==> src/hdl/fnvlp_queue.sv <==
// ----------------------------------------------------------------------------
// fnvlp_queue
// Two-entry queue of finished keys between the front and the probe engine.
// ----------------------------------------------------------------------------
module fnvlp_queue #(
  parameter int W = 8
) (
  input  logic         clk,
  input  logic         rst_n,
  input  logic         push,
  input  logic [W-1:0] wdata,
  output logic         full,
  input  logic         pop,
  output logic [W-1:0] rdata,
  output logic         empty
);

  logic [W-1:0] mem_r [2];
  logic         wp_r, rp_r;
  logic [1:0]   cnt_r;

  assign full  = cnt_r == 2'd2;
  assign empty = cnt_r == 2'd0;
  assign rdata = mem_r[rp_r];

  always_ff @(posedge clk) begin
    if (push && !full) mem_r[wp_r] <= wdata;
  end

  always_ff @(posedge clk) begin
    if (!rst_n) begin
      wp_r  <= 1'b0;
      rp_r  <= 1'b0;
      cnt_r <= 2'd0;
    end else begin
      if (push && !full) wp_r <= !wp_r;
      if (pop && !empty) rp_r <= !rp_r;
      cnt_r <= cnt_r + 2'(push && !full) - 2'(pop && !empty);
    end
  end

endmodule

==> config.mk <==
export PLATFORM = sky130hd
export DESIGN_NAME = fnvlp_queue
export DESIGN_NICKNAME = d
export VERILOG_FILES = /design/src/hdl/fnvlp_queue.sv
export SDC_FILE = /design/constraint.sdc
export NUM_CORES = 1
export LEC_CHECK = 0
export BUFFER_PORTS_ARGS = -buffer_cell sky130_fd_sc_hd__buf_2
export CAP_MARGIN = 5
export CORE_AREA = 10 10 57 59
export DETAILED_ROUTE_END_ITERATION = 8
export DIE_AREA = 0 0 67 69
export GPL_TIMING_DRIVEN = 0
export PLACE_DENSITY = 0.69
export REMOVE_ABC_BUFFERS = 1
export SKIP_CTS_REPAIR_TIMING = 1
export SLEW_MARGIN = 20
export SYNTH_ARGS = -nofsm -noshare
export SYNTH_HDL_FRONTEND = slang
export SYNTH_SLANG_ARGS = --single-unit
==> constraint.sdc <==
create_clock -name clk -period 4.45 [get_ports clk]
set_clock_uncertainty 0.15 [all_clocks]
set_input_delay 0.445 -clock clk [delete_from_list [all_inputs] [get_ports clk]]
set_output_delay 0.445 -clock clk [all_outputs]
set_load 0.05 [all_outputs]
==> impl_metrics.tcl <==
set metrics [dict create \
    clk-insertion-delay-late_ps 290 \
    grtUsageMet2_pct 9.205 \
    lkg_pwr_nw 0.3949 \
    place.gp.congestion 0.5930 \
    grt_pass1_wl_um 2063 \
    grt_most_used_layer "met2" \
    clock_pin_slew_on_the_worst_setup_and_hold_paths_ps 110 \
    first_global_vias 485 \
    grt_start_max_net_pins 13 \
    cts.htree.levels 1 \
    drc 0 \
    pin_count 22 \
    groute.layer.met3.usage_pct 3.382 \
    final.period_utilization_pct 46.02 \
    area_growth_syn_to_layout_pct 20.03 \
    placed_cells_incl_taps 98 \
    timing.critical_path.required_ps 3860 \
    multiInputGateArea_um2 219.0 \
    power_per_cell_area_mw_per_mm2 618.0 \
    global_route.usage.met1_pct 5.738 \
    synthesis.instances 50 \
    syn_avg_cell_area_um2 16.24 \
    most_common_cell_after_layout_fill_and_taps_aside "sky130_fd_sc_hd__buf_2" \
    drt-pass1-iter-count 3 \
    maxClockFrequency_mhz 488.3 \
    layout.nets 89 \
    antenna_cells 0 \
    report.final.slew_viol_count 0 \
    routedWlPerCell_um 13.03 \
    vdd_drop_max_mv 0.3222 \
    post-dp-hpwl_um 1049 \
    layout-drive-gt1-share_pct 45.95 \
    synth_seq_cells 21 \
    antenna_found_initial 0 \
    report.final.hold_viol_count 0 \
    maxSlewHeadroom_pct 53.66 \
    area.sequential_um2 580.6 \
    routed_via_density 4.324 \
    critPathCaptureType "output pin" \
    worst_ep_arrival_time_ps 1450 \
    clock_path_buffers 2 \
    sequential_cell_area_fraction_in_the_yosys_report_pct 71.49 \
    design.die.area_mm2 0.004623 \
    gr-usage-all-layers_pct 5.851 \
    placement.io_buffers 21 \
    post-route-min-period_ps 2048 \
    drt-initial-drc-count 7 \
    synth.cell_area_um2 812.0 \
    coreArea_mm2 0.002148 \
    die_height_um 69 \
    final_area_um2 974.7 \
    cp-start-kind "flip-flop" \
    filler_cells_inserted 210 \
    dr_total_vias 441 \
    most-common-layout-cells "sky130_fd_sc_hd__buf_2 (21), sky130_fd_sc_hd__edfxtp_1 (16), sky130_fd_sc_hd__mux2_2 (8)" \
    instances_no_fill 102 \
    rsz0062_at_grt "no" \
    grt_remaining_overflow 0 \
    detail_route.wirelength_um 1329 \
    clock-root-buffer "sky130_fd_sc_hd__clkbuf_4" \
    setup-violations-final 0 \
    synth_cell_type_count 15 \
    holdWs_ps 180.5 \
    finalPower_uw 602.4 \
    detailed_place.area_um2 947.2 \
    rows 17 \
    crit_fanout 8 \
    fin_tns_setup_ps 0 \
    timing.hold.worst.class "primary input to flip-flop" \
    count_of_yosys_warnings_during_synthesis 0 \
    cts_tree "built" \
    drv.max_cap_violation_count 0 \
    path_class "flip-flop to output pin" \
    final_antenna_net_count 0 \
    worstMarginPinSlew_ps 692.5 \
    die_w_um 67 \
    cts.sink_count 21 \
    initial_utilization_pct 37.80 \
    outcome "finished, final reports clean" \
    cts_inserted_buffers 3 \
]
## kinds of logic after synthesis
family / synth area share [%]
xor+xnor: 3.236
buf+inv: 1.541
simple gates: 7.242
flops: 71.50
compound gates: 1.079
fa+ha+maj: 3.081
mux: 12.33
## per-stage QoR
step,setup slack [ps],utilization (%)
global route,2319,45.37
floorplan,2759,-
finish,2402,45.37
global placement,2652,44.09
detailed placement,2623,44.09
CTS,2361,45.37
## cells in the mapped netlist
cell / count / share of area [%]
sky130_fd_sc_hd__and3_1: 1 / 0.77
sky130_fd_sc_hd__ha_1: 2 / 3.1
sky130_fd_sc_hd__mux2i_1: 1 / 1.2
sky130_fd_sc_hd__and2_1: 2 / 1.5
sky130_fd_sc_hd__buf_2: 1 / 0.62
sky130_fd_sc_hd__nor2_1: 2 / 0.92
sky130_fd_sc_hd__xnor2_1: 3 / 3.2
sky130_fd_sc_hd__nand2_1: 2 / 0.92
sky130_fd_sc_hd__dfxtp_1: 5 / 12
sky130_fd_sc_hd__nand2b_1: 2 / 1.5
sky130_fd_sc_hd__inv_1: 2 / 0.92
sky130_fd_sc_hd__nor2b_1: 2 / 1.5
sky130_fd_sc_hd__mux2_2: 8 / 11
sky130_fd_sc_hd__o21a_2: 1 / 1.1
sky130_fd_sc_hd__edfxtp_1: 16 / 59
## power breakdown
group | leakage, nW | internal, mW | switching, mW
Combinational | 0.186 | 0.0796 | 0.164
Clock | 0.0177 | 0.0334 | 0.0520
Sequential | 0.191 | 0.250 | 0.0234
## critical path, stage by stage, from the launching register on
cell and delay [ps]:
sky130_fd_sc_hd__dfxtp_1 550, sky130_fd_sc_hd__mux2_2 390, sky130_fd_sc_hd__buf_2 210
## flip-flops by register name (all words and copies together) (netlist names), named ones only
register / flops
wp_r: 1
cnt_r: 2
mem_r: 16
rp_r: 1
## final cells by class
type / instances / area share (%)
Clock buffer: 3 / 2.311
Clock inverter: 1 / 0.5135
Inverter: 2 / 0.7702
Multi-Input combinational cell: 26 / 22.46
Sequential cell: 21 / 59.56
Tap cell: 28 / 3.594
Timing Repair Buffer: 21 / 10.78
## routing by layer
layer	wire [µm]	vias up
li1	-	224
met1	538	202
met2	651	15
met3	138	0
met4	0	0
met5	0	-
## worst paths after layout
path / startpoint / endpoint / slack (ps) / depth (start not counted)
worst max register to register: cnt_r[0]$_SDFF_PN0_ / cnt_r[1]$_SDFF_PN0_ / 2660 / 8
worst min register to register: wp_r$_SDFFE_PN0P_ / wp_r$_SDFFE_PN0P_ / 340 / 2
worst min-delay path: wdata[0] / mem_r[0][0]$_DFFE_PP_ / 180 / 1
worst max-delay path: flip-flop / rdata[2] / 2400 / 2
Note: power is estimated with default switching activity, not from simulation.
