[src/hdl/fnvlp_pkg.sv]
// ----------------------------------------------------------------------------
// fnvlp_pkg
// Types and constants shared by the FNV-1a linear probe key table.
// ----------------------------------------------------------------------------
package fnvlp_pkg;

  localparam logic [31:0] FNV_BASIS = 32'd2166136261;
  localparam logic [31:0] FNV_PRIME = 32'd16777619;

  localparam logic [2:0] ST_OK        = 3'd0;
  localparam logic [2:0] ST_NOT_FOUND = 3'd1;
  localparam logic [2:0] ST_FULL      = 3'd2;
  localparam logic [2:0] ST_TOO_LONG  = 3'd3;
  localparam logic [2:0] ST_REPLACED  = 3'd4;

  typedef struct packed {
    logic        action;
    logic [7:0]  key_byte;
    logic        key_last;
    logic [15:0] entry_value;
  } in_item_t;

  typedef struct packed {
    logic [2:0]  status;
    logic [15:0] found_value;
    logic [5:0]  slot_index;
    logic [6:0]  entry_total;
  } out_item_t;

  typedef enum logic [2:0] {
    BK_IDLE,
    BK_READ,
    BK_CHECK,
    BK_DONE
  } bk_state_t;

endpackage

[src/hdl/fnvlp_front.sv]
// ----------------------------------------------------------------------------
// fnvlp_front
// Hashes key bytes and buffers the key; hands a finished key to the queue.
// ----------------------------------------------------------------------------
module fnvlp_front import fnvlp_pkg::*; #(
  parameter int KEY_BYTES  = 32,
  parameter int VALUE_BITS = 16,
  localparam int KW = (KEY_BYTES + 7) / 8,
  localparam int LW = $clog2(KEY_BYTES + 2)
) (
  input  logic                  clk,
  input  logic                  rst_n,
  input  logic                  in_valid,
  input  in_item_t              in_item,
  output logic                  in_ready,
  output logic                  q_push,
  input  logic                  q_full,
  output logic [31:0]           q_hash,
  output logic [KW*64-1:0]      q_key,
  output logic                  q_too_long,
  output logic                  q_action,
  output logic [VALUE_BITS-1:0] q_value
);

  logic [31:0]      hash_r, hash_nxt, hx;
  logic [KW*64-1:0] key_r, key_nxt;
  logic [LW-1:0]    len_r, len_nxt;
  logic             nz;

  assign nz       = in_item.key_byte != 8'd0;
  assign in_ready = !(in_item.key_last && q_full);
  assign q_push   = in_valid && in_item.key_last && !q_full;
  assign hx       = hash_r ^ {24'd0, in_item.key_byte};

  always_comb begin
    hash_nxt = hash_r;
    key_nxt  = key_r;
    len_nxt  = len_r;
    if (nz) begin
      hash_nxt = hx * FNV_PRIME;
      if (len_r < LW'(KEY_BYTES))
        key_nxt[len_r*8 +: 8] = in_item.key_byte;
      if (len_r <= LW'(KEY_BYTES))
        len_nxt = len_r + LW'(1);
    end
  end

  assign q_hash     = hash_nxt;
  assign q_key      = key_nxt;
  assign q_too_long = len_nxt > LW'(KEY_BYTES);
  assign q_action   = in_item.action;
  assign q_value    = VALUE_BITS'(in_item.entry_value);

  always_ff @(posedge clk) begin
    if (!rst_n) begin
      hash_r <= FNV_BASIS;
      key_r  <= '0;
      len_r  <= '0;
    end else if (in_valid && in_ready) begin
      if (in_item.key_last) begin
        hash_r <= FNV_BASIS;
        key_r  <= '0;
        len_r  <= '0;
      end else begin
        hash_r <= hash_nxt;
        key_r  <= key_nxt;
        len_r  <= len_nxt;
      end
    end
  end

endmodule

[config.mk]
export PLATFORM = sky130hd
export DESIGN_NAME = fnvlp_front
export DESIGN_NICKNAME = d
export VERILOG_FILES = /design/src/hdl/fnvlp_pkg.sv /design/src/hdl/fnvlp_front.sv
export SDC_FILE = /design/constraint.sdc
export NUM_CORES = 1
export LEC_CHECK = 0
export ABC_AREA = 1
export BUFFER_PORTS_ARGS = -buffer_cell sky130_fd_sc_hd__buf_2
export CELL_PAD_IN_SITES_DETAIL_PLACEMENT = 1
export CELL_PAD_IN_SITES_GLOBAL_PLACEMENT = 1
export CORE_MARGIN = 3
export CORE_UTILIZATION = 35
export CTS_CLUSTER_DIAMETER = 30
export CTS_CLUSTER_SIZE = 28
export DETAILED_ROUTE_END_ITERATION = 6
export PLACE_DENSITY = 0.7
export RECOVER_POWER = 25
export SLEW_MARGIN = 10
export SYNTH_ARGS = -nofsm -noshare
export SYNTH_HDL_FRONTEND = slang
export SYNTH_SLANG_ARGS = --single-unit
export TNS_END_PERCENT = 1
[constraint.sdc]
create_clock -name clk -period 12.8 [get_ports clk]
set_input_delay 0.64 -clock clk [delete_from_list [all_inputs] [get_ports clk]]
set_output_delay 0.64 -clock clk [all_outputs]
set_load 0.005 [all_outputs]
==> metrics.csv, run 1 <==
metric,value,unit
Avg WL per Cell,19.74,um
CTS H-tree depth,3,
CTS tree,yes,
Layout Skew,0.03759,ns
failing checks,"max-capacitance violations, max-slew violations",
unrepaired setup endpoints after global routing,false,
Yosys reg bits,294,
critical path data arrival time,7.90,ns
Period minus WS final,7.344,ns
Clock Latency Late Sink,0.65,ns
core area,64580,um2
total track usage,0.2588,
die width,261.7,um
vias in the first global route,23570,
CTS Hold Bufs,0,
Initial Util,0.3543,
MaxCap Viol Count,5,
cts repair resizes,0,
gr ovfl total,0,
most frequent CP cell,clkbuf_1,
CTS buffer count,96,
final wirelength,90520,um
Final Cycle Share,0.5738,
Crit-path slowest cell,clkbuf_1,
Syn Area/Cell,6.698,um2
GP Congestion,0.8830,
area grow syn2layout,22.85,%
Synth Instances,3416,
worst slew pin tran,3.227,ns
DR DRC count,0,
dpl cells,4409,
top-area cell type share of the netlist area,0.2572,
CTS sink count,294,
mapped cell area,22880,um2
"Seq/Total Area, Yosys",0.2572,
vias,23430,
Pre-antenna DRT Iters,5,
IO Pins,338,
largest net degree at the start of global routing,177,
critical-path maximum fanout,67,
Final nets,3945,
Ys Warns,0,
buffer depth of the longest clock path,3,
Slew Limit Fails,200,
Mapped Nets,3709,
critical path type,in2reg,
setup bufs post-CTS,0,
Clk Tree Root Cell,clkbuf_16,
status,"finished, violations left",
global-route wire length before repair,136800,um
final hold vios,0,
initial antenna violation count,6,
critical path's largest stage delay,2.39,ns
ys async rst share,0,
Die Y,261.7,um
post-DP HPWL,66240,um
setup tns final,0,ns
fin cells,4586,
ys flop type,dfxtp_1,
Vias/cell,5.110,
WP data required,13.36,ns
FP Rows,93,
die footprint,68480,um2
Min-Delay Path Class,in2reg,
share of layout cells above drive strength 1,0.1403,
Util after Layout,0.4353,
Placed Area,24860,um2
fill cell count,8330,
most numerous cell in the Yosys netlist,nand2_1,
Synth top cells by count,"926 x nand2_1, 542 x inv_1, 327 x a21oi_1, 294 x dfxtp_1, 199 x nand3_1",
final setup fails,0,
DR iter-0 viols,1729,
max frequency,0.1362,GHz
Worst-path clk slew,0.04,ns
Post-synth EDFFs,0,
number of routed nets with antenna violations,0,
crit path capture type,flip-flop,
IO Port Bufs,303,
Critical Path Start Type,input port,
Max-slew headroom,-1.151,
Final Cell Area,28110,um2
Area contributors post-synth,"dfxtp_1 26%, nand2_1 15%, ha_1 10%",
Synth cell types,39,
critical path cell sequence,"clkbuf_1, nand2_1, nand2_1, nor2_4, clkbuf_1, clkbuf_1, o211ai_1, a21oi_1",
"area leader, netlist",dfxtp_1,
## layout make-up
| type | count | area [um2] | area share |
|---|---|---|---|
| Antenna cell | 2 | 5.005 | 0.0001780 |
| Clock buffer | 145 | 2856 | 0.1016 |
| Clock inverter | 30 | 414.1 | 0.01473 |
| Inverter | 561 | 2113 | 0.07518 |
| Multi-Input combinational cell | 2378 | 14110 | 0.5019 |
| Sequential cell | 294 | 5886 | 0.2094 |
| Tap cell | 855 | 1070 | 0.03806 |
| Timing Repair Buffer | 321 | 1657 | 0.05893 |
## cells by family after synthesis
| family | count (synthesis) | synth area share |
|---|---|---|
| and+or+nand+nor | 1407 | 0.2596 |
| AOI/OAI and AO/OA | 683 | 0.1785 |
| adders and majority gates | 263 | 0.1681 |
| buffers and inverters | 744 | 0.1270 |
| xor gates and xnor gates | 24 | 0.009186 |
| DFF | 294 | 0.2572 |
| muxes | 1 | 0.0004375 |
## placed cells by master, fill, tap and decap left out, types with 29 or more instances in the layout
| cell | n |
|---|---|
| a21oi_1 | 327 |
| and2_1 | 58 |
| buf_2 | 299 |
| clkbuf_1 | 30 |
| clkbuf_16 | 96 |
| dfxtp_1 | 294 |
| fa_1 | 74 |
| ha_1 | 189 |
| inv_1 | 541 |
| nand2_1 | 925 |
| nand3_1 | 199 |
| nand4_1 | 29 |
| nor2_1 | 126 |
| o211ai_1 | 106 |
| o21a_1 | 135 |
| o21ai_0 | 56 |
| o21ai_1 | 31 |
## registers in the layout, summed over array words and instances (netlist names)
signal and cells:
len_r 6, hash_r 32, key_r 256
## critical path, delay by kind of cell
| kind | cells | cell delay (ns) |
|---|---|---|
| buffers and inverters | 3 | 5.12 |
| AO/OA/AOI/OAI | 2 | 0.57 |
| AND/OR/NAND/NOR | 3 | 1.41 |
## path summary, 6_finish.rpt
path	startpoint	end	slack, ns	depth (start not counted)
max	in_item[16]	key_r[126]$_SDFFE_PN0P_	5.46	8
min	rst_n	hash_r[7]$_SDFFE_PN1P_	0.27	2
max reg2reg	hash_r[2]$_SDFFE_PN1P_	hash_r[15]$_SDFFE_PN1P_	6.93	24
min reg2reg	key_r[138]$_SDFFE_PN0P_	key_r[138]$_SDFFE_PN0P_	0.46	2
## through the flow
stage | setup WS (ns) | hold WS, ns
2_1_floorplan | 7.204 | 0.4406
3_3_place_gp | 6.143 | 0.4490
3_5_place_dp | 6.068 | 0.4548
4_1_cts | 5.862 | 0.2368
5_1_grt | 4.910 | 0.2594
6_report | 5.456 | 0.2714
## routing by layer
metal	track usage	up-vias	share of wire
met5	0	-	0
met4	0.09409	0	0.032
met3	0.06081	143	0.067
met2	0.4159	590	0.45
met1	0.3387	11270	0.45
li1	-	11430	-
Power of run 1 is left out: the tool's default activity adds up to more than one toggle a clock period on the data nets, which glitch-free logic cannot reach.
==> run 2: changes to the inputs <==
- PLACE_DENSITY: 0.7 -> 0.72
- clock period: 12.8 -> 6.7 ns (I/O delays scaled with it)
==> run 2 against run 1 <==
The flow still finishes with violations (max-capacitance violations, max-slew violations). Largest cell class unchanged. Clock skew increased by 0.0091 ns. Sequential share of layout area about the same. Die area stayed put. Utilization is 0.056 points higher. Final cell count hardly changed. Via count is essentially flat. Wire length fell by 0.20%. First-iteration DRC count decreased by 14%. Clock-buffer cell count decreased by 7.
==> metrics.csv, run 2 (synthesized netlist as in run 1, its figures left out) <==
metric,value,unit,change
FP Rows,93,,unchanged
Worst-path clk slew,0.04,ns,about the same
Min-Delay Path Class,in2reg,,unchanged
CTS tree,yes,,unchanged
vias in the first global route,23290,,"was 23,570"
area grow syn2layout,23.00,%,was 22.85%
Period minus WS final,6.280,ns,
post-DP HPWL,65990,um,"was 66,240 um"
largest net degree at the start of global routing,161,,was 177
Crit. Startpoint,hash_r[2]$_SDFFE_PN1P_,,was in_item[16]
final setup fails,0,,unchanged
Largest regs,"key_r (256), hash_r (32), len_r (6)",,unchanged
Clock Latency Late Sink,0.64,ns,was 0.65 ns
wire length on met1,41860,um,"was 40,620 um"
CTS H-tree depth,3,,unchanged
Final Cycle Share,0.9374,,
buffer depth of the longest clock path,3,,unchanged
max frequency,0.1592,GHz,
Die Y,261.7,um,unchanged
final hold vios,0,,unchanged
critical path data arrival time,5.95,ns,was 7.90 ns
crit path capture type,output pin,,was flip-flop
gr ovfl total,0,,unchanged
hold path start,in_item[22],,was rst_n
Critical Path Start Type,flip-flop,,was input port
"most common cell after layout, fill and taps aside",nand2_1,,unchanged
Slew Limit Fails,159,,was 200
DR iter-0 viols,1494,,"was 1,729"
Util after Layout,0.4358,,was 0.4353
GP Congestion,0.8908,,was 0.8830
IO Port Bufs,303,,unchanged
Max-slew headroom,-0.9676,,was -1.151
total track usage,0.2576,,was 0.2588
Initial Util,0.3543,,unchanged
initial antenna violation count,2,,was 6
status,"finished, violations left",,unchanged
FF-to-FF Start,hash_r[2]$_SDFFE_PN1P_,,unchanged
Final nets,3951,,"was 3,945"
die width,261.7,um,unchanged
critical-path maximum fanout,5,,was 67
Vias/cell,5.111,,was 5.110
fill cell count,8337,,"was 8,330"
critical path type,reg2out,,was in2reg
number of routed nets with antenna violations,0,,unchanged
Layout Skew,0.04668,ns,was 0.03759 ns
failing checks,"max-capacitance violations, max-slew violations",,unchanged
MaxCap Viol Count,2,,was 5
metal2 WL,40610,um,"was 40,910 um"
IO Pins,338,,unchanged
WP data required,6.36,ns,was 13.36 ns
critical path cell sequence,"xor2_1, ha_1, ha_1, fa_1, ha_1, inv_1, fa_1, inv_1, ha_1, inv_1, fa_1, inv_1, ha_1, a21oi_1, o21ai_0, a21oi_1, nand2_1, nand2_1, nand2_1, nand2_1, nand3_1, nand2_1, buf_2",,"was clkbuf_1, nand2_1, nand2_1, nor2_4, clkbuf_1, clkbuf_1, o211ai_1, a21oi_1"
Routed met3 length,5623,um,was 6054 um
vias,23460,,"was 23,430"
core area,64580,um2,unchanged
Avg WL per Cell,19.68,um,was 19.74 um
top sig layer,met5,,was met4
final wirelength,90330,um,"was 90,520 um"
CTS buffer count,93,,was 96
setup bufs post-CTS,0,,unchanged
setup tns final,0,ns,unchanged
global-route wire length before repair,136800,um,about the same
die footprint,68480,um2,unchanged
Antenna Cells,0,,was 2
Reg with most FFs,key_r,,unchanged
Largest register FFs,256,,unchanged
CTS sink count,294,,unchanged
Crit-path slowest cell,fa_1,,was clkbuf_1
Clk Tree Root Cell,clkbuf_16,,unchanged
DR DRC count,0,,unchanged
share of layout cells above drive strength 1,0.1409,,was 0.1403
most frequent cells in the layout,"925 x nand2_1, 541 x inv_1, 327 x a21oi_1",,unchanged
unrepaired setup endpoints after global routing,false,,unchanged
worst slew pin tran,2.951,ns,was 3.227 ns
critical path's largest stage delay,0.54,ns,was 2.39 ns
Pre-antenna DRT Iters,5,,unchanged
==> run 2: area by class of cell <==
class,count,area [um2],share of cell area
multi-input cells,2378,14110,0.5014
flip-flops and latches,294,5886,0.2091
clock buffers,138,2736,0.09722
inverters,561,2113,0.07508
repair buffers,330,1743,0.06192
well taps,855,1070,0.03801
clock inverters,33,486.7,0.01729
==> run 2: final timing paths <==
| path | to | slack, ns | cells past startpoint |
|---|---|---|---|
| worst min register to register | key_r[195]$_SDFFE_PN0P_ | 0.46 | 2 |
| worst max-delay path | q_hash[20] | 0.42 | 23 |
| worst max register to register | hash_r[18]$_SDFFE_PN1P_ | 1.19 | 22 |
| worst min-delay path | key_r[109]$_SDFFE_PN0P_ | 0.41 | 5 |
==> run 2: metrics by stage <==
stage / hold slack, ns / instances / instance area [um2] / worst slack [ns]
after floorplan: 0.4040 / 3416 / 22880 / 1.696
after global placement: 0.4488 / 4417 / 24950 / 0.9206
after detailed placement: 0.4547 / 4417 / 24950 / 0.8052
after CTS: 0.2805 / 4589 / 28180 / 0.3687
after global routing: 0.4131 / 4589 / 28150 / 0.01705
final: 0.4149 / 4589 / 28150 / 0.4197
==> run 2: repair_timing <==
item | CTS | global route
hold buffers | 1 | 0
endpoints found under the setup margin | 0 | 5
hold endpoints to repair | 4 | 0
resized for setup | 0 | 2
==> run 2: critical path, delay by kind of cell (launching register included) <==
kind	cells	cell delay (ns)
compound gates	3	0.72
xor+xnor	1	0.38
fa+ha+maj	8	3.00
buf+inv	5	0.32
flops	1	0.36
simple gates	6	0.56
==> run 2: routing by layer <==
metal  vias to the layer above  global-route usage
met1                     11340              0.3536
met5                         -                   0
met2                       576              0.4086
met4                         2             0.07561
met3                       117             0.05223
li1                      11430                   -
Power of run 2 is left out for the same reason.
==> run 3: changes to the inputs <==
- CORE_MARGIN: 3 -> 4
- CORE_UTILIZATION: 35 -> 25
- PLACE_DENSITY: 0.72 -> 0.55
==> run 3 against run 2 <==
The run still ends with max-capacitance violations, max-slew violations left. Worst hold slack improved by 0.039 ns. Flip-flop and latch count did not move. Sequential share of layout area shrank 0.72 points. Clock-buffer cell count rose by 27. Critical path depth fell by 3. Setup slack worse by 0.092 ns. First-iteration DRC count fell by 13%. Register-to-register slack worse by 0.10 ns. Die area is 41% higher. Via count fell by 0.66%. Largest cell class unchanged.
==> metrics.csv, run 3 (synthesized netlist as in run 1, its figures left out) <==
metric,value,unit,change
max frequency,0.1569,GHz,was 0.1592 GHz
DR DRC count,0,,unchanged
Period minus WS final,6.372,ns,was 6.280 ns
CTS buffer count,107,,was 93
Min-Delay Path Class,in2reg,,unchanged
"most common cell after layout, fill and taps aside",nand2_1,,unchanged
share of layout cells above drive strength 1,0.1525,,was 0.1409
Clk Tree Root Cell,clkbuf_16,,unchanged
Pre-antenna DRT Iters,7,,was 5
FF-to-FF Start,hash_r[17]$_SDFFE_PN0P_,,was hash_r[2]$_SDFFE_PN1P_
post-DP HPWL,73110,um,"was 65,990 um"
CTS tree,yes,,unchanged
final setup fails,0,,unchanged
CTS H-tree depth,3,,unchanged
total track usage,0.2019,,was 0.2576
die width,310.5,um,was 261.7 um
hold path start,in_item[19],,was in_item[22]
DP Worst Slack,0.7041,ns,was 0.8052 ns
area grow syn2layout,27.38,%,was 23.00%
Largest register FFs,256,,unchanged
setup tns final,0,ns,unchanged
die footprint,96430,um2,"was 68,480 um2"
Final Cycle Share,0.9511,,was 0.9374
critical path data arrival time,6.04,ns,was 5.95 ns
Crit. Startpoint,hash_r[17]$_SDFFE_PN0P_,,was hash_r[2]$_SDFFE_PN1P_
Avg WL per Cell,20.07,um,was 19.68 um
GP Congestion,0.8504,,was 0.8908
Reg with most FFs,key_r,,unchanged
failing checks,"max-capacitance violations, max-slew violations",,unchanged
Layout Skew,0.04594,ns,was 0.04668 ns
WP data required,6.36,ns,about the same
Vias/cell,4.708,,was 5.111
Slew Limit Fails,347,,was 159
Initial Util,0.2531,,was 0.3543
critical path's largest stage delay,0.65,ns,was 0.54 ns
gr ovfl total,0,,unchanged
vias in the first global route,23980,,"was 23,290"
Die Y,310.5,um,was 261.7 um
FP Rows,110,,was 93
worst slew pin tran,3.403,ns,was 2.951 ns
critical path cell sequence,"ha_1, ha_1, fa_1, ha_1, fa_1, inv_1, fa_1, inv_1, fa_1, ha_1, a21oi_1, o21ai_0, nand2_1, nand2_1, a21oi_1, nand2_1, nand2_1, nand3_1, nand2_1, buf_2",,"was xor2_1, ha_1, ha_1, fa_1, ha_1, inv_1, fa_1, inv_1, ha_1, inv_1, fa_1, inv_1, ha_1, a21oi_1, o21ai_0, a21oi_1, nand2_1, nand2_1, nand2_1, nand2_1, nand3_1, nand2_1, buf_2"
IO Pins,338,,unchanged
largest net degree at the start of global routing,187,,was 161
final hold vios,0,,unchanged
number of routed nets with antenna violations,0,,unchanged
unrepaired setup endpoints after global routing,false,,unchanged
core area,90420,um2,"was 64,580 um2"
critical path type,reg2out,,unchanged
Critical Path Start Type,flip-flop,,unchanged
MaxCap Viol Count,4,,was 2
initial antenna violation count,2,,unchanged
critical-path maximum fanout,7,,was 5
CTS sink count,294,,unchanged
most frequent cells in the layout,"925 x nand2_1, 540 x inv_1, 327 x a21oi_1",,"was 925 x nand2_1, 541 x inv_1, 327 x a21oi_1"
crit path capture type,output pin,,unchanged
final wirelength,99320,um,"was 90,330 um"
DR iter-0 viols,1297,,"was 1,494"
vias,23300,,"was 23,460"
global-route wire length before repair,150100,um,"was 136,800 um"
buffer depth of the longest clock path,3,,unchanged
fill cell count,11220,,"was 8,337"
IO Port Bufs,303,,unchanged
status,"finished, violations left",,unchanged
Largest regs,"key_r (256), hash_r (32), len_r (6)",,unchanged
Worst-path clk slew,0.04,ns,about the same
Clock Latency Late Sink,0.68,ns,was 0.64 ns
most frequent CP cell,nand2_1,,
Final nets,3974,,"was 3,951"
Max-slew headroom,-1.269,,was -0.9676
final setup margin,0.3276,ns,was 0.4197 ns
Crit-path slowest cell,dfxtp_1,,was fa_1
==> run 3: path summary, 6_finish.rpt <==
path	endpoint	slack, ns	cells past startpoint
worst max-delay path	q_hash[30]	0.33	20
worst min-delay path	key_r[98]$_SDFFE_PN0P_	0.45	9
worst max register to register	hash_r[30]$_SDFFE_PN0P_	1.09	21
worst min register to register	key_r[199]$_SDFFE_PN0P_	0.46	2
==> run 3: cell type report <==
| type | count | area [um2] | area share |
|---|---|---|---|
| diodes | 2 | 5.005 | 0.0001717 |
| clock buffers | 165 | 3286 | 0.1127 |
| clock inverters | 34 | 462.9 | 0.01588 |
| inverters | 561 | 2113 | 0.07250 |
| multi-input cells | 2378 | 14130 | 0.4847 |
| flip-flops and latches | 294 | 5886 | 0.2019 |
| well taps | 1176 | 1471 | 0.05048 |
| repair buffers | 339 | 1794 | 0.06156 |
==> run 3: what timing repair did <==
| item | CTS | global route |
|---|---|---|
| buffers inserted | 0 | 0 |
| hold buffers | 1 | 0 |
| hold endpoints to repair | 4 | 0 |
| setup endpoints to repair | 0 | 14 |
| resized for setup | 0 | 6 |
==> run 3: per-stage QoR <==
step	std cells	instance area, um2	hold slack [ns]	utilization
3_5_place_dp	4747	25420	0.4545	0.2811
5_1_grt	4947	29140	0.4564	0.3223
3_3_place_gp	4747	25420	0.4493	0.2811
4_1_cts	4947	29180	0.2284	0.3227
6_report	4949	29150	0.4541	0.3223
2_1_floorplan	3416	22880	0.4040	-
==> run 3: critical path: cells and delay by family (launching register included) <==
| family | cells | cell delay [ns] |
|---|---|---|
| AOI/OAI and AO/OA | 3 | 0.73 |
| DFF | 1 | 0.65 |
| buffers and inverters | 3 | 0.30 |
| and+or+nand+nor | 6 | 0.54 |
| adders and majority gates | 8 | 3.17 |
==> run 3: per-layer routing <==
metal	global-route usage	vias to the layer above	wire length, um
li1	-	11510	-
met1	0.2763	11180	47170
met2	0.3211	472	44540
met3	0.04172	143	4964
met4	0.05810	0	2639
met5	0	-	0
Power of run 3 is left out for the same reason.
